### config.mk
export PLATFORM = sky130hd
export DESIGN_NAME = line_rasterizer_color_lerp_top
export DESIGN_NICKNAME = d
export VERILOG_FILES = /design/src/rtl/lrcl_pkg.sv /design/src/rtl/lrcl_lerp.sv /design/src/rtl/line_rasterizer_color_lerp_top.sv
export VERILOG_INCLUDE_DIRS = /design/src /design/src/rtl
export SDC_FILE = /design/constraint.sdc
export NUM_CORES = 1
export LEC_CHECK = 0
export ABC_CLOCK_PERIOD_IN_PS = 6740
export BUFFER_PORTS_ARGS = -buffer_cell sky130_fd_sc_hd__clkbuf_2
export CAP_MARGIN = 0
export CORE_AREA = 2 2 217 305
export DETAILED_ROUTE_END_ITERATION = 7
export DIE_AREA = 0 0 219 307
export PLACE_DENSITY_LB_ADDON = 0.05
export SETUP_SLACK_MARGIN = 0.2
export SYNTH_ARGS = -nofsm -noshare
export SYNTH_HDL_FRONTEND = slang
export SYNTH_SLANG_ARGS = --single-unit
### constraint.sdc
create_clock -name clk_i -period 6.74 [get_ports clk_i]
set_input_delay 0 -clock clk_i [delete_from_list [all_inputs] [get_ports clk_i]]
set_output_delay 0 -clock clk_i [all_outputs]
set_load 0.005 [all_outputs]
### src/rtl/assert_macros.svh
// Assertion macros shared by the rasterizer RTL.
// Depends on nothing; the including module supplies clk_i and rst_ni.
`ifndef ASSERT_MACROS_SVH
`define ASSERT_MACROS_SVH

// check on every clock edge outside reset
`define LRCL_ASSERT(lbl, prop, msg) \
  lbl: assert property (@(posedge clk_i) disable iff (!rst_ni) (prop)) else $error(msg);

// check on every clock edge, reset included
`define LRCL_ASSERT_ALWAYS(lbl, prop, msg) \
  lbl: assert property (@(posedge clk_i) (prop)) else $error(msg);

`endif

### src/rtl/lrcl_pkg.sv
// Package for the line rasterizer: widths, codes, payload and control structs.
// Used by lrcl_lerp and line_rasterizer_color_lerp_top.
package lrcl_pkg;

  localparam int COORD_BITS = 12;
  localparam int DELTA_BITS = COORD_BITS + 1;
  localparam int ERR_BITS   = COORD_BITS + 4;
  localparam int CLIP_BITS  = 11;
  localparam int CHAN_BITS  = 8;
  localparam int RGBA_BITS  = 4 * CHAN_BITS;
  localparam int PROD_BITS  = DELTA_BITS + CHAN_BITS;
  localparam int QCNT_BITS  = $clog2(CHAN_BITS);

  typedef enum logic {
    CMD_LOAD = 1'b0,
    CMD_STEP = 1'b1
  } cmd_e;

  typedef enum logic [1:0] {
    STATUS_DRAWN   = 2'd0,
    STATUS_CLIPPED = 2'd1,
    STATUS_NO_LINE = 2'd2
  } status_e;

  typedef enum logic {
    CFG_CLIP_MAX_X = 1'b0,
    CFG_CLIP_MAX_Y = 1'b1
  } cfg_idx_e;

  typedef enum logic [3:0] {
    ST_IDLE,
    ST_LD_DIFF,
    ST_LD_SETUP,
    ST_LD_ERR,
    ST_STEP,
    ST_CH_REQ,
    ST_CH_WAIT,
    ST_ADV,
    ST_EMIT
  } state_e;

  typedef enum logic [1:0] {
    LS_IDLE,
    LS_MUL,
    LS_DIV,
    LS_OUT
  } lerp_state_e;

  typedef struct packed {
    cmd_e                   command;
    logic signed [COORD_BITS-1:0] start_x;
    logic signed [COORD_BITS-1:0] start_y;
    logic signed [COORD_BITS-1:0] end_x;
    logic signed [COORD_BITS-1:0] end_y;
    logic [RGBA_BITS-1:0]   start_rgba;
    logic [RGBA_BITS-1:0]   end_rgba;
  } in_t;

  typedef struct packed {
    logic signed [COORD_BITS-1:0] pixel_x;
    logic signed [COORD_BITS-1:0] pixel_y;
    logic [RGBA_BITS-1:0]   pixel_rgba;
    status_e                status;
    logic                   last;
  } out_t;

  typedef struct packed {
    logic                  start;
    logic [CHAN_BITS-1:0]  a;
    logic [CHAN_BITS-1:0]  b;
    logic [DELTA_BITS-1:0] idx;
    logic [DELTA_BITS-1:0] n;
  } lerp_req_t;

  typedef struct packed {
    logic                 done;
    logic [CHAN_BITS-1:0] value;
  } lerp_rsp_t;

endpackage

### src/rtl/lrcl_lerp.sv
// Shared channel interpolation unit: a + trunc((b - a) * idx / n), n > 0.
// A multiply, then a restoring divide, one quotient bit per cycle.
// Depends on lrcl_pkg.
module lrcl_lerp import lrcl_pkg::*; (
  input  logic      clk_i,
  input  logic      rst_ni,
  input  lerp_req_t req_i,
  output lerp_rsp_t rsp_o
);

  lerp_state_e st_q, st_d;

  logic                  neg_q;
  logic [CHAN_BITS-1:0]  a_q;
  logic [CHAN_BITS-1:0]  mag_q;
  logic [DELTA_BITS-1:0] idx_q;
  logic [DELTA_BITS-1:0] n_q;
  logic [PROD_BITS-1:0]  rem_q;
  logic [CHAN_BITS-1:0]  quo_q;
  logic [QCNT_BITS-1:0]  bit_q;

  logic [CHAN_BITS:0]    diff;
  logic [PROD_BITS-1:0]  divisor;
  logic                  fits;

  assign diff    = {1'b0, req_i.b} - {1'b0, req_i.a};
  assign divisor = PROD_BITS'(n_q) << bit_q;
  assign fits    = rem_q >= divisor;

  always_comb begin
    st_d = st_q;
    unique case (st_q)
      LS_IDLE: if (req_i.start) st_d = LS_MUL;
      LS_MUL:  st_d = LS_DIV;
      LS_DIV:  if (bit_q == '0) st_d = LS_OUT;
      LS_OUT:  st_d = LS_IDLE;
      default: st_d = LS_IDLE;
    endcase
  end

  always_ff @(posedge clk_i or negedge rst_ni) begin
    if (!rst_ni) begin
      st_q <= LS_IDLE;
    end else begin
      st_q <= st_d;
    end
  end

  always_ff @(posedge clk_i) begin
    unique case (st_q)
      LS_IDLE: begin
        if (req_i.start) begin
          a_q   <= req_i.a;
          neg_q <= diff[CHAN_BITS];
          mag_q <= diff[CHAN_BITS] ? CHAN_BITS'(-diff) : diff[CHAN_BITS-1:0];
          idx_q <= req_i.idx;
          n_q   <= req_i.n;
        end
      end
      LS_MUL: begin
        rem_q <= PROD_BITS'(mag_q) * PROD_BITS'(idx_q);
        quo_q <= '0;
        bit_q <= QCNT_BITS'(CHAN_BITS - 1);
      end
      LS_DIV: begin
        if (fits) begin
          rem_q        <= rem_q - divisor;
          quo_q[bit_q] <= 1'b1;
        end
        bit_q <= bit_q - 1'b1;
      end
      default: ;
    endcase
  end

  assign rsp_o.done  = (st_q == LS_OUT);
  assign rsp_o.value = neg_q ? (a_q - quo_q) : (a_q + quo_q);

endmodule

### src/rtl/line_rasterizer_color_lerp_top.sv
// Top level of the Bresenham line rasterizer with RGBA interpolation.
// Depends on lrcl_pkg, lrcl_lerp and assert_macros.svh.
//
// Requests arrive on in_valid_i/in_ready_o with an in_t payload. A load request
// sets up a new line and gives no result; a step request gives one out_t result
// on out_valid_o/out_ready_i: the next pixel with its color, clip status and
// last flag, or status "no line" when no line is active.
// The block works on one request at a time and holds in_ready_o low meanwhile.
// A load runs through the difference, setup and error states. A step of a line with
// nonzero length runs each of the four channels through the shared interpolation
// unit (request, multiply, divide, result), between the pixel setup and the
// Bresenham update, then loads the output register. A step of a zero-length line
// skips the interpolation; a step with no active line also skips the Bresenham
// update.
// The result sits in an output register; a stalled receiver holds the block
// in its final cycle until the register frees, while the previous result waits.
// Clip limits are written on cfg_we_i/cfg_idx_i/cfg_data_i only while idle by the user; the block does not enforce it.
// Reset clears the line (no active line) and sets the clip limits to 639 x 479.
module line_rasterizer_color_lerp_top import lrcl_pkg::*; (
  input  logic                 clk_i,
  input  logic                 rst_ni,
  input  logic                 in_valid_i,
  output logic                 in_ready_o,
  input  in_t                  in_data_i,
  output logic                 out_valid_o,
  input  logic                 out_ready_i,
  output out_t                 out_data_o,
  input  logic                 cfg_we_i,
  input  cfg_idx_e             cfg_idx_i,
  input  logic [CLIP_BITS-1:0] cfg_data_i
);

  `include "assert_macros.svh"

  state_e state_q, state_d;

  in_t                          req_q;
  logic signed [DELTA_BITS-1:0] dx_q, dy_q;
  logic                         active_q;
  logic                         y_major_q;
  logic signed [COORD_BITS-1:0] major_pos_q, major_end_q, minor_pos_q;
  logic                         minor_neg_q;
  logic [DELTA_BITS-1:0]        dmajor_q, dminor_q;
  logic signed [ERR_BITS-1:0]   err_q;
  logic [DELTA_BITS-1:0]        step_q;
  logic [RGBA_BITS-1:0]         col_first_q, col_second_q;
  logic [CLIP_BITS-1:0]         clip_x_q, clip_y_q;
  out_t                         pend_q;
  logic [1:0]                   ch_q;
  logic                         out_valid_q;
  out_t                         out_q;

  lerp_req_t lerp_req;
  lerp_rsp_t lerp_rsp;

  logic                         accept;
  logic                         emit;
  logic [DELTA_BITS-1:0]        adx, ady;
  logic                         ymaj, swap, dx_pos, dy_pos;
  logic signed [COORD_BITS-1:0] px, py;
  logic                         clipped, is_last;
  logic signed [ERR_BITS-1:0]   dmaj_ext, dmin_ext;

  assign accept = in_valid_i && in_ready_o;
  assign emit   = (state_q == ST_EMIT) && (!out_valid_q || out_ready_i);

  assign in_ready_o  = (state_q == ST_IDLE);
  assign out_valid_o = out_valid_q;
  assign out_data_o  = out_q;

  // load setup
  assign adx    = dx_q[DELTA_BITS-1] ? DELTA_BITS'(-dx_q) : DELTA_BITS'(dx_q);
  assign ady    = dy_q[DELTA_BITS-1] ? DELTA_BITS'(-dy_q) : DELTA_BITS'(dy_q);
  assign ymaj   = !(ady < adx);
  assign swap   = ymaj ? dy_q[DELTA_BITS-1] : dx_q[DELTA_BITS-1];
  assign dx_pos = !dx_q[DELTA_BITS-1] && (dx_q != '0);
  assign dy_pos = !dy_q[DELTA_BITS-1] && (dy_q != '0);

  // current pixel
  assign px      = y_major_q ? minor_pos_q : major_pos_q;
  assign py      = y_major_q ? major_pos_q : minor_pos_q;
  assign clipped = px[COORD_BITS-1] || py[COORD_BITS-1] ||
                   (32'(px[COORD_BITS-2:0]) > 32'(clip_x_q)) ||
                   (32'(py[COORD_BITS-2:0]) > 32'(clip_y_q));
  assign is_last = !(major_pos_q < major_end_q);

  assign dmaj_ext = $signed(ERR_BITS'(dmajor_q));
  assign dmin_ext = $signed(ERR_BITS'(dminor_q));

  assign lerp_req.start = (state_q == ST_CH_REQ);
  assign lerp_req.a     = col_first_q[{ch_q, 3'b000} +: CHAN_BITS];
  assign lerp_req.b     = col_second_q[{ch_q, 3'b000} +: CHAN_BITS];
  assign lerp_req.idx   = step_q;
  assign lerp_req.n     = dmajor_q;

  lrcl_lerp u_lerp (
    .clk_i  (clk_i),
    .rst_ni (rst_ni),
    .req_i  (lerp_req),
    .rsp_o  (lerp_rsp)
  );

  always_comb begin
    state_d = state_q;
    unique case (state_q)
      ST_IDLE: begin
        if (accept) begin
          state_d = (in_data_i.command == CMD_LOAD) ? ST_LD_DIFF : ST_STEP;
        end
      end
      ST_LD_DIFF:  state_d = ST_LD_SETUP;
      ST_LD_SETUP: state_d = ST_LD_ERR;
      ST_LD_ERR:   state_d = ST_IDLE;
      ST_STEP: begin
        if (!active_q) begin
          state_d = ST_EMIT;
        end else if (dmajor_q == '0) begin
          state_d = ST_ADV;
        end else begin
          state_d = ST_CH_REQ;
        end
      end
      ST_CH_REQ: state_d = ST_CH_WAIT;
      ST_CH_WAIT: begin
        if (lerp_rsp.done) begin
          state_d = (ch_q == 2'd3) ? ST_ADV : ST_CH_REQ;
        end
      end
      ST_ADV: state_d = ST_EMIT;
      ST_EMIT: if (emit) state_d = ST_IDLE;
      default: state_d = ST_IDLE;
    endcase
  end

  always_ff @(posedge clk_i or negedge rst_ni) begin
    if (!rst_ni) begin
      state_q     <= ST_IDLE;
      active_q    <= 1'b0;
      out_valid_q <= 1'b0;
      clip_x_q    <= CLIP_BITS'(639);
      clip_y_q    <= CLIP_BITS'(479);
    end else begin
      state_q <= state_d;
      if (state_q == ST_LD_SETUP) begin
        active_q <= 1'b1;
      end else if (state_q == ST_ADV && pend_q.last) begin
        active_q <= 1'b0;
      end
      if (emit) begin
        out_valid_q <= 1'b1;
      end else if (out_ready_i) begin
        out_valid_q <= 1'b0;
      end
      if (cfg_we_i) begin
        unique case (cfg_idx_i)
          CFG_CLIP_MAX_X: clip_x_q <= cfg_data_i;
          CFG_CLIP_MAX_Y: clip_y_q <= cfg_data_i;
          default: ;
        endcase
      end
    end
  end

  always_ff @(posedge clk_i) begin
    if (emit) begin
      out_q <= pend_q;
    end
    unique case (state_q)
      ST_IDLE: begin
        if (accept) begin
          req_q <= in_data_i;
        end
      end
      ST_LD_DIFF: begin
        dx_q <= DELTA_BITS'(req_q.end_x) - DELTA_BITS'(req_q.start_x);
        dy_q <= DELTA_BITS'(req_q.end_y) - DELTA_BITS'(req_q.start_y);
      end
      ST_LD_SETUP: begin
        y_major_q <= ymaj;
        if (ymaj) begin
          major_pos_q <= swap ? req_q.end_y : req_q.start_y;
          major_end_q <= swap ? req_q.start_y : req_q.end_y;
          minor_pos_q <= swap ? req_q.end_x : req_q.start_x;
          minor_neg_q <= swap ? dx_pos : dx_q[DELTA_BITS-1];
          dmajor_q    <= ady;
          dminor_q    <= adx;
        end else begin
          major_pos_q <= swap ? req_q.end_x : req_q.start_x;
          major_end_q <= swap ? req_q.start_x : req_q.end_x;
          minor_pos_q <= swap ? req_q.end_y : req_q.start_y;
          minor_neg_q <= swap ? dy_pos : dy_q[DELTA_BITS-1];
          dmajor_q    <= adx;
          dminor_q    <= ady;
        end
        col_first_q  <= swap ? req_q.end_rgba : req_q.start_rgba;
        col_second_q <= swap ? req_q.start_rgba : req_q.end_rgba;
        step_q       <= '0;
      end
      ST_LD_ERR: begin
        err_q <= (dmin_ext <<< 1) - dmaj_ext;
      end
      ST_STEP: begin
        ch_q <= '0;
        if (!active_q) begin
          pend_q.pixel_x    <= '0;
          pend_q.pixel_y    <= '0;
          pend_q.pixel_rgba <= '0;
          pend_q.status     <= STATUS_NO_LINE;
          pend_q.last       <= 1'b0;
        end else begin
          pend_q.pixel_x    <= px;
          pend_q.pixel_y    <= py;
          pend_q.pixel_rgba <= col_first_q;
          pend_q.status     <= clipped ? STATUS_CLIPPED : STATUS_DRAWN;
          pend_q.last       <= is_last;
        end
      end
      ST_CH_WAIT: begin
        if (lerp_rsp.done) begin
          pend_q.pixel_rgba[{ch_q, 3'b000} +: CHAN_BITS] <= lerp_rsp.value;
          ch_q <= ch_q + 2'd1;
        end
      end
      ST_ADV: begin
        if (err_q > 0) begin
          minor_pos_q <= minor_neg_q ? (minor_pos_q - 1'b1) : (minor_pos_q + 1'b1);
          err_q       <= err_q + ((dmin_ext - dmaj_ext) <<< 1);
        end else begin
          err_q <= err_q + (dmin_ext <<< 1);
        end
        major_pos_q <= major_pos_q + 1'b1;
        step_q      <= step_q + 1'b1;
      end
      default: ;
    endcase
  end

  `LRCL_ASSERT(a_last_ends_line, (state_q == ST_ADV && pend_q.last) |=> !active_q, "last pixel left line active")
  `LRCL_ASSERT(a_major_in_range, active_q && state_q != ST_LD_ERR |-> (major_pos_q <= major_end_q) && (step_q <= dmajor_q), "major position passed line end")
  `LRCL_ASSERT(a_emit_free_reg, (state_q == ST_EMIT && !out_valid_q) |=> out_valid_q, "result not loaded into free output register")

endmodule
==> results of run 1 <==
## path summary, 6_finish.rpt
check	cells past startpoint	slack (ns)	end	start
worst min-delay path	2	0.07	out_valid_o	rst_ni
worst max register to register	18	1.41	u_lerp.rem_q[20]	u_lerp.mag_q[7]
worst max-delay path	18	1.41	u_lerp.rem_q[20]	u_lerp.mag_q[7]
worst min register to register	0	0.41	out_data_o[54]	pend_q[54]
max in group asynchronous	2	6.08	clip_x_q[10]	rst_ni
min in group clk_i	2	0.08	req_q[99]	in_data_i[99]
## synthesized netlist by cell type (46+ instances only)
| library cell | count |
|---|---|
| a21oi_1 | 123 |
| a221o_1 | 64 |
| and2_1 | 107 |
| clkbuf_1 | 79 |
| edfxtp_1 | 490 |
| fa_1 | 75 |
| ha_1 | 212 |
| inv_1 | 237 |
| mux2_2 | 115 |
| mux2i_1 | 118 |
| nand2_1 | 262 |
| nor2_1 | 161 |
| nor3_1 | 46 |
| o21ai_0 | 161 |
| xnor2_1 | 90 |
| xor2_1 | 66 |
## logic make-up after synthesis
logic type                 Yosys count
AOI/OAI and AO/OA                  633
muxes                              249
and+or+nand+nor                    757
adders and majority gates          287
buffers and inverters              367
xor gates and xnor gates           156
DFF                                520
## where the power goes
part | internal, W | total (W) | switching [W]
Combinational | 0.00513 | 0.0125 | 0.00734
Sequential | 0.00544 | 0.00637 | 0.000935
Clock | 0.00181 | 0.00311 | 0.00130
Total | 0.0124 | 0.0220 | 0.00958
## timing repair
action	in CTS	in global routing
buffers inserted	0	0
hold buffers	145	0
endpoints found under the hold margin	153	0
## cell usage in the layout, fill, tap and decap left out, types with 21 or more instances in the layout
master / count
edfxtp_1: 490
nand2_1: 262
inv_1: 236
ha_1: 211
clkbuf_2: 190
o21ai_0: 161
nor2_1: 158
dlygate4sd3_1: 145
a21oi_1: 122
mux2i_1: 118
mux2_2: 115
and2_1: 106
xnor2_1: 90
fa_1: 75
xor2_1: 66
a221o_1: 64
clkbuf_16: 55
nor3_1: 43
nor2b_1: 41
a21o_1: 39
nand3_1: 35
a211oi_1: 33
o2111a_1: 24
a22o_1: 24
buf_4: 24
o31ai_1: 21
## critical path, cell delays in order (launching register included)
cell and delay [ns]:
edfxtp_1 0.58, and2_1 0.24, fa_1 0.54, inv_1 0.06
fa_1 0.53, inv_1 0.05, fa_1 0.55, inv_1 0.06
fa_1 0.53, inv_1 0.04, ha_1 0.35, nand2_1 0.06
o21ai_0 0.34, nand2_1 0.16, o211ai_1 0.11, nor2_1 0.09
or2_2 0.31, a311oi_1 0.40, a221oi_2 0.06
## metrics by stage
| step | setup slack [ns] | hold slack [ns] | power [W] | util |
|---|---|---|---|---|
| 2_1_floorplan | 1.95 | -0.296 | 0.0152 | - |
| 3_3_place_gp | 1.62 | 0.176 | 0.0184 | 0.542 |
| 3_5_place_dp | 1.47 | 0.179 | 0.0187 | 0.542 |
| 4_1_cts | 1.45 | 0.0379 | 0.0220 | 0.593 |
| 5_1_grt | 1.05 | 0.0677 | 0.0236 | 0.593 |
| 6_report | 1.41 | 0.0710 | 0.0220 | 0.593 |
## layout make-up
class / instances / share of cell area
diodes: 1 / 0.0000652
clock buffers: 70 / 0.0384
clock inverters: 29 / 0.00913
inverters: 239 / 0.0235
multi-input cells: 2082 / 0.430
flip-flops and latches: 520 / 0.404
well taps: 847 / 0.0276
repair buffers: 359 / 0.0673
## registers in the layout, indices dropped and copies added, names as in the netlist, 11 cells and up
name / cells
req_q: 112
out_data_o: 59
pend_q: 59
col_first_q: 32
col_second_q: 32
u_lerp.rem_q: 21
err_q: 16
dmajor_q: 13
dminor_q: 13
dx_q: 13
dy_q: 13
step_q: 13
u_lerp.idx_q: 13
u_lerp.n_q: 13
major_end_q: 12
major_pos_q: 12
minor_pos_q: 12
clip_x_q: 11
clip_y_q: 11
## layer usage
| layer | share of wire | routed length, um | track usage | up-vias |
|---|---|---|---|---|
| li1 | - | - | - | 11460 |
| met1 | 0.42 | 36800 | 0.331 | 11723 |
| met2 | 0.50 | 44100 | 0.460 | 540 |
| met3 | 0.037 | 3200 | 0.0310 | 148 |
| met4 | 0.039 | 3440 | 0.102 | 0 |
| met5 | 0 | 0 | 0 | - |
==> flow_metrics.tcl, run 1 <==
set metrics [dict create \
    status "finished clean" \
    synth_area_leaders "edfxtp_1 (44%), ha_1 (8.0%), fa_1 (4.5%), mux2_2 (3.9%), mux2i_1 (3.5%)" \
    critPathRequiredTime_ns 7.10 \
    antenna_left 0 \
    worst_pin_slew_ns 1.21 \
    finalCritPeriodShare 0.791 \
    worstSetupStartpointType "flip-flop" \
    synth_top_family_by_area "compound AO/OA/AOI/OAI gates" \
    postPlaceCellArea_um2 35100 \
    grt_max_degree 81 \
    synth_warnings 0 \
    fillCellCount 5457 \
    synth-seq-cells 520 \
    num_rows 111 \
    wl_per_cell_um 21.1 \
    powerDensity_nw_per_um2 572 \
    pin_count 191 \
    syn-mean-instance-area_um2 11.2 \
    final_nets 3672 \
    grt_pass1_wl_um 136000 \
    ctsResizeCount 0 \
    ys_types 81 \
    leakage_nw 15.4 \
    setup_tns_ns 0 \
    synth_xor_area_frac 0.0410 \
    via_per_inst 5.76 \
    vias 23871 \
    yosys.area_share.simple 0.109 \
    die_w_um 219 \
    drive_gt1_frac 0.145 \
    cts-root-buf "clkbuf_16" \
    gp_congestion 0.919 \
    clock_skew_ns 0.0243 \
    drc_errors 0 \
    start_util 0.515 \
    synth_edf_count 490 \
    yosysTopAreaCell "edfxtp_1" \
    synth_top_area_share 0.442 \
    ir_drop_v 0.000532 \
    dp_hpwl_um 64800 \
    seq_area_um2 15500 \
    grtUsageTotal 0.263 \
    insertion_delay_ns 0.62 \
    cts_tree "yes" \
    yosys.area_share.adder 0.125 \
    die_h_um 307 \
    fp.dieArea_um2 67200 \
    hp-class "in2async" \
    antenna_found_initial 1 \
    critPathKind "reg2reg" \
    grt_pass1_vias 24176 \
    synth_compound_area_frac 0.134 \
    max_cap_viol_count 0 \
    cts_buffers 53 \
    multi_input_area_um2 16500 \
    placement.io_buffers 190 \
    core_um2 64700 \
    yosysSeqAreaShare 0.465 \
    final_area_um2 38400 \
    clk_pin_slew_ns 0.07 \
    fin_cells 4147 \
    wirelength_um 87500 \
    rsz0062_at_grt "no" \
    critPathCaptureType "flip-flop" \
    synth_nets 3386 \
    synthArstFlopShare 0.0577 \
    final_max_slew_viol_count 0 \
    synth_mux_area_frac 0.0851 \
    fmax_ghz 0.188 \
    area_growth_pct 15.1 \
    placedCellCount 3902 \
    clock_path_buffers 3 \
    first_pass_iters 8 \
    synth_cells 2969 \
    post-route-min-period_ns 5.33 \
    grt_overflow 0 \
    crit_fanout 13 \
    hold_viol 0 \
    drt_iter0_drc 1658 \
    ys.flop_type "edfxtp_1" \
    cp_data_arrival_time_ns 5.69 \
    clock-sinks 520 \
    relSlewSlack 0.184 \
    final-setup-viol-count 0 \
    htree_levels 2 \
    syn_area_um2 33300 \
]
(Power assumes the default switching activity.)
==> run 2: changes to the inputs <==
--- a/config.mk
+++ b/config.mk
@@ -6,7 +6,7 @@
 export SDC_FILE = /design/constraint.sdc
 export NUM_CORES = 1
 export LEC_CHECK = 0
-export ABC_CLOCK_PERIOD_IN_PS = 6740
+export ABC_CLOCK_PERIOD_IN_PS = 5000
 export BUFFER_PORTS_ARGS = -buffer_cell sky130_fd_sc_hd__clkbuf_2
 export CAP_MARGIN = 0
 export CORE_AREA = 2 2 217 305
==> constraint.sdc (replaced) <==
create_clock -name clk_i -period 5 [get_ports clk_i]
set_input_delay 0 -clock clk_i [delete_from_list [all_inputs] [get_ports clk_i]]
set_output_delay 0 -clock clk_i [all_outputs]
set_load 0.005 [all_outputs]
==> run 2 against run 1 <==
Die area is the same. First-iteration DRC count fell by 0.48%. Maximum frequency is 13% higher. Sequential power is 33% higher. Cell area up 2.5%. Sequential share of layout area fell by 0.98 points. Non-clock buffer count grew 78. Routed wire length barely moved. Via count grew 1.6%. Hold slack worse by 0.030 ns. Largest cell class unchanged. Combinational power grew 46%.
==> flow_metrics.tcl, run 2 (synthesis gave the netlist of run 1 again) <==
set metrics [dict create \
    critPathCaptureType "flip-flop" \
    via_per_inst 5.75 \
    wirelength_um 87600 \
    r2r-end "u_lerp.rem_q[16]" \
    final_area_um2 39300 \
    diodes 0 \
    antenna_left 0 \
    regMostFlops "req_q" \
    fillCellCount 5282 \
    die_h_um 307 \
    worstSetupStartpointType "flip-flop" \
    r2r_setup_slack_ns 0.27 \
    max_cap_viol_count 0 \
    clock_skew_ns 0.0168 \
    fmax_ghz 0.211 \
    ir_drop_v 0.000576 \
    setup_tns_ns 0 \
    grt_max_degree 65 \
    cp_data_arrival_time_ns 5.09 \
    start_util 0.515 \
    pin_count 191 \
    worst_pin_slew_ns 1.22 \
    final_max_slew_viol_count 0 \
    critPathKind "reg2reg" \
    cts_buffers 53 \
    cts-root-buf "clkbuf_16" \
    grt_pass1_wl_um 136000 \
    grtUsageTotal 0.262 \
    powerDensity_nw_per_um2 785 \
    pre_cts_ws_ns 0.0386 \
    gp_congestion 0.885 \
    first_pass_iters 6 \
    num_rows 111 \
    vias 24263 \
    hp-class "in2async" \
    post-route-min-period_ns 4.73 \
    leakage_nw 15.8 \
    post-route-util 0.607 \
    grt_overflow 0 \
    final-setup-viol-count 0 \
    status "finished clean" \
    multi_input_area_um2 16800 \
    drt_iter0_drc 1650 \
    crit_fanout 4 \
    antenna_found_initial 1 \
    final_common_cell "edfxtp_1" \
    finalCritPeriodShare 0.947 \
    postPlaceCellArea_um2 35400 \
    r2r-start "u_lerp.mag_q[2]" \
    drive_gt1_frac 0.180 \
    cts_tree "yes" \
    htree_levels 2 \
    rsz0062_at_grt "yes" \
    relSlewSlack 0.176 \
    final_nets 3750 \
    area_growth_pct 18.0 \
    reg2reg_depth 19 \
    p_total_w 0.0309 \
    core_um2 64700 \
    clk_pin_slew_ns 0.06 \
    wl_per_cell_um 20.8 \
    insertion_delay_ns 0.62 \
    drc_errors 0 \
    die_w_um 219 \
    fin_ws_ns 0.266 \
    grt_pass1_vias 24555 \
    clock_path_buffers 3 \
    fp.dieArea_um2 67200 \
    critPathRequiredTime_ns 5.36 \
    dp_hpwl_um 64800 \
    most-common-layout-cells "edfxtp_1 (490), nand2_1 (261), inv_1 (226)" \
    largest_reg_flops 112 \
    clock-sinks 520 \
    seq_area_um2 15500 \
    hold_viol 0 \
    placement.io_buffers 190 \
]
[run 2: changes by cell type in the layout (fill, tap and decap cells not counted), moves of 5 or more]
cell	previous run	this run
inv_2	1	10
and2_4	1	6
buf_4	24	86
ha_1	211	201
inv_1	236	226
nand3_2	1	6
nand3_1	35	30
and2_1	106	101
ha_4	0	10
buf_6	0	10
[run 2: metal layers]
layer | track usage | vias to the layer above | share of wire
li1 | - | 11604 | -
met1 | 0.332 | 11908 | 0.42
met2 | 0.456 | 582 | 0.50
met3 | 0.0312 | 167 | 0.040
met4 | 0.101 | 2 | 0.041
met5 | 0 | - | 0.000080
[run 2: critical path, stage by stage, from the launching register on]
cell      delay [ns]
edfxtp_1        0.43
buf_6           0.16
and2_1          0.17
fa_1            0.60
fa_1            0.45
fa_1            0.49
inv_1           0.05
fa_1            0.51
inv_2           0.05
ha_4            0.16
or3_4           0.37
o31ai_4         0.24
buf_6           0.14
o211ai_1        0.10
nor2_1          0.16
buf_4           0.14
buf_6           0.08
xnor2_1         0.05
nor2_1          0.09
a21oi_1         0.04
[run 2: report_power, final]
part	total (W)	internal, W	switching [W]
clock network	0.00423	0.00250	0.00173
registers	0.00846	0.00732	0.00115
logic	0.0182	0.00788	0.0103
total	0.0309	0.0177	0.0132
[run 2: final cells by class]
class | count | area share
repair buffers | 437 | 0.0822
clock inverters | 28 | 0.00891
well taps | 847 | 0.0270
multi-input cells | 2082 | 0.427
clock buffers | 69 | 0.0377
inverters | 239 | 0.0229
flip-flops and latches | 520 | 0.394
[run 2: stage by stage]
| step | hold WS (ns) | cells |
|---|---|---|
| 2_1_floorplan | -0.296 | 2969 |
| 3_3_place_gp | 0.176 | 3941 |
| 3_5_place_dp | 0.175 | 3941 |
| 4_1_cts | 0.0450 | 4205 |
| 5_1_grt | 0.0710 | 4222 |
| 6_report | 0.0406 | 4222 |
[run 2: how the worst max path moves through the flow]
stage                    start                to  slack [ns]  depth (start not counted)
2_1_floorplan  u_lerp.mag_q[7]  u_lerp.rem_q[14]        0.21                         17
3_3_place_gp   u_lerp.mag_q[7]  u_lerp.rem_q[20]         0.1                         17
3_5_place_dp   u_lerp.mag_q[7]  u_lerp.rem_q[20]        0.04                         17
4_1_cts        u_lerp.mag_q[5]  u_lerp.rem_q[20]        0.19                         18
5_1_grt        u_lerp.mag_q[2]  u_lerp.rem_q[20]        0.12                         19
6_report       u_lerp.mag_q[2]  u_lerp.rem_q[16]        0.27                         19
[run 2: what timing repair did]
| action | in CTS | in global routing |
|---|---|---|
| endpoints found under the setup margin | 4 | 20 |
| pin swaps | 10 | 57 |
| hold buffers | 147 | 0 |
| endpoints found under the hold margin | 169 | 0 |
| buffers inserted | 20 | 17 |
| gates resized for setup | 17 | 63 |
==> run 3: changes to the inputs <==
--- a/config.mk
+++ b/config.mk
@@ -12,7 +12,7 @@
 export CORE_AREA = 2 2 217 305
 export DETAILED_ROUTE_END_ITERATION = 7
 export DIE_AREA = 0 0 219 307
-export PLACE_DENSITY_LB_ADDON = 0.05
+export PLACE_DENSITY = 0.69
 export SETUP_SLACK_MARGIN = 0.2
 export SYNTH_ARGS = -nofsm -noshare
 export SYNTH_HDL_FRONTEND = slang
==> run 3 against run 2 <==
Clock-buffer cell count down 10. Combinational power shrank 2%. Flip-flop and latch count is the same. Largest cell class unchanged. Critical endpoint is now u_lerp.rem_q[19]. Largest power group unchanged. Clock power barely moved.
==> flow_metrics.tcl, run 3 (synthesis gave the netlist of run 1 again) <==
set metrics [dict create \
    gr-usage-met3 0.0294 \
    first_pass_iters 5 \
    regMostFlops "req_q" \
    final-setup-viol-count 0 \
    pin_count 191 \
    hold_viol 0 \
    final_common_cell "edfxtp_1" \
    critPathCaptureType "flip-flop" \
    final_nets 3743 \
    via_per_inst 5.79 \
    cts_tree "yes" \
    drt_iter0_drc 1835 \
    grt_pass1_vias 24635 \
    final_max_slew_viol_count 0 \
    dp_hpwl_um 62700 \
    area_growth_pct 17.6 \
    die_h_um 307 \
    p_switching_w 0.0130 \
    fillCellCount 5246 \
    fp.dieArea_um2 67200 \
    met1_usage 0.316 \
    vias 24440 \
    r2r-end "u_lerp.rem_q[19]" \
    wl_per_cell_um 20.6 \
    leakage_nw 15.8 \
    placement.io_buffers 190 \
    clock_skew_ns 0.0168 \
    cp_data_arrival_time_ns 5.10 \
    fin_cells 4218 \
    cts_buffers 53 \
    grt_max_degree 91 \
    die_w_um 219 \
    r2r-start "u_lerp.mag_q[6]" \
    antenna_found_initial 1 \
    switching_share 0.426 \
    post-route-util 0.605 \
    reg2reg_depth 16 \
    critPathKind "reg2reg" \
    largest_reg_flops 112 \
    power.internal_w 0.0175 \
    clk_pin_slew_ns 0.07 \
    grt_pass1_wl_um 135000 \
    met2_usage 0.465 \
    holdWs_ns 0.0341 \
    clock-sinks 520 \
    crit_fanout 5 \
    post-route-min-period_ns 4.72 \
    most-common-layout-cells "edfxtp_1 (490), nand2_1 (262), inv_1 (230)" \
    drive_gt1_frac 0.175 \
    r2r_setup_slack_ns 0.28 \
    num_rows 111 \
    pwr-share-comb 0.584 \
    worst_pin_slew_ns 1.17 \
    fin_ws_ns 0.284 \
    relSlewSlack 0.222 \
    rsz0062_at_grt "yes" \
    p_seq_frac 0.278 \
    top_usage_layer "met2" \
    pre_cts_ws_ns -0.0709 \
    ir_drop_v 0.000750 \
    placedCellCount 3936 \
    hp-class "in2async" \
    htree_levels 2 \
    core_um2 64700 \
    grtUsageTotal 0.258 \
    finalCritPeriodShare 0.943 \
    clock_path_buffers 3 \
    max_cap_viol_count 0 \
    setup_tns_ns 0 \
    insertion_delay_ns 0.63 \
    worstSetupStartpointType "flip-flop" \
    drc_errors 0 \
    powerDensity_nw_per_um2 777 \
    start_util 0.515 \
    wirelength_um 86700 \
    critPathRequiredTime_ns 5.38 \
    status "finished clean" \
    gp_congestion 0.923 \
    clkPwrFrac 0.139 \
    grt_overflow 0 \
    fmax_ghz 0.212 \
    cts-root-buf "clkbuf_16" \
    antenna_left 0 \
]
run 3: cell count changes in the layout (fill, tap and decap cells not counted), sizes merged:
cell	change
clkbuf	-10
clkinv	+7
buf	-4
clkinvlp	+4
dlygate4sd3	-3
diode	+1
inv	+1
run 3: power by group through the flow:
stage	Sequential (W)	Combinational [W]	Clock (W)
after floorplan	0.00799	0.0125	0
after global placement	0.00848	0.0163	0
after detailed placement	0.00854	0.0167	0
after CTS	0.00845	0.0174	0.00428
after global routing	0.00859	0.0196	0.00447
final	0.00845	0.0178	0.00423
run 3: final cells by class:
class                      count  area, um2  area share
antenna                        1       2.50   0.0000639
inverter                     239        902      0.0230
multi-input combinational   2082      16700       0.426
clock inverter                40        458      0.0117
timing repair buffer         430       3190      0.0813
clock buffer                  59       1390      0.0355
tap                          847       1060      0.0270
sequential                   520      15500       0.395
run 3: stage by stage:
stage | area, um2 | power, W
global placement | 35400 | 0.0247
CTS | 39000 | 0.0301
detailed placement | 35400 | 0.0253
finish | 39200 | 0.0305
floorplan | 33300 | 0.0205
global route | 39200 | 0.0327
run 3: what timing repair did:
action,CTS,global route
endpoints found under the hold margin,168,0
hold buffers,144,0
pin swaps,40,29
setup buffers,22,16
endpoints found under the setup margin,4,21
gates resized for setup,32,24
run 3: how the worst max path moves through the flow:
stage | end | slack [ns] | depth (start not counted) | startpoint
finish | u_lerp.rem_q[19] | 0.28 | 16 | u_lerp.mag_q[6]
global route | u_lerp.rem_q[20] | 0.09 | 19 | u_lerp.mag_q[7]
detailed placement | u_lerp.rem_q[20] | -0.07 | 16 | u_lerp.mag_q[4]
floorplan | u_lerp.rem_q[14] | 0.21 | 17 | u_lerp.mag_q[7]
global placement | u_lerp.rem_q[20] | 0.007 | 17 | u_lerp.mag_q[7]
CTS | u_lerp.rem_q[20] | 0.20 | 17 | u_lerp.mag_q[2]
run 3: critical path, cell delays in order (launching register included):
cell	delay, ns
edfxtp_1	0.48
buf_6	0.17
and2_1	0.14
fa_1	0.50
fa_1	0.52
fa_1	0.54
inv_1	0.05
fa_1	0.53
inv_1	0.07
ha_4	0.17
or3_1	0.39
o21ai_1	0.13
buf_4	0.15
o2111ai_2	0.12
o211ai_1	0.14
xnor2_1	0.11
mux2_2	0.26
run 3: layer usage:
| layer | routed length [um] | vias to the layer above |
|---|---|---|
| li1 | - | 11622 |
| met1 | 34700 | 12030 |
| met2 | 45600 | 628 |
| met3 | 3350 | 160 |
| met4 | 3070 | 0 |
| met5 | 0 | - |
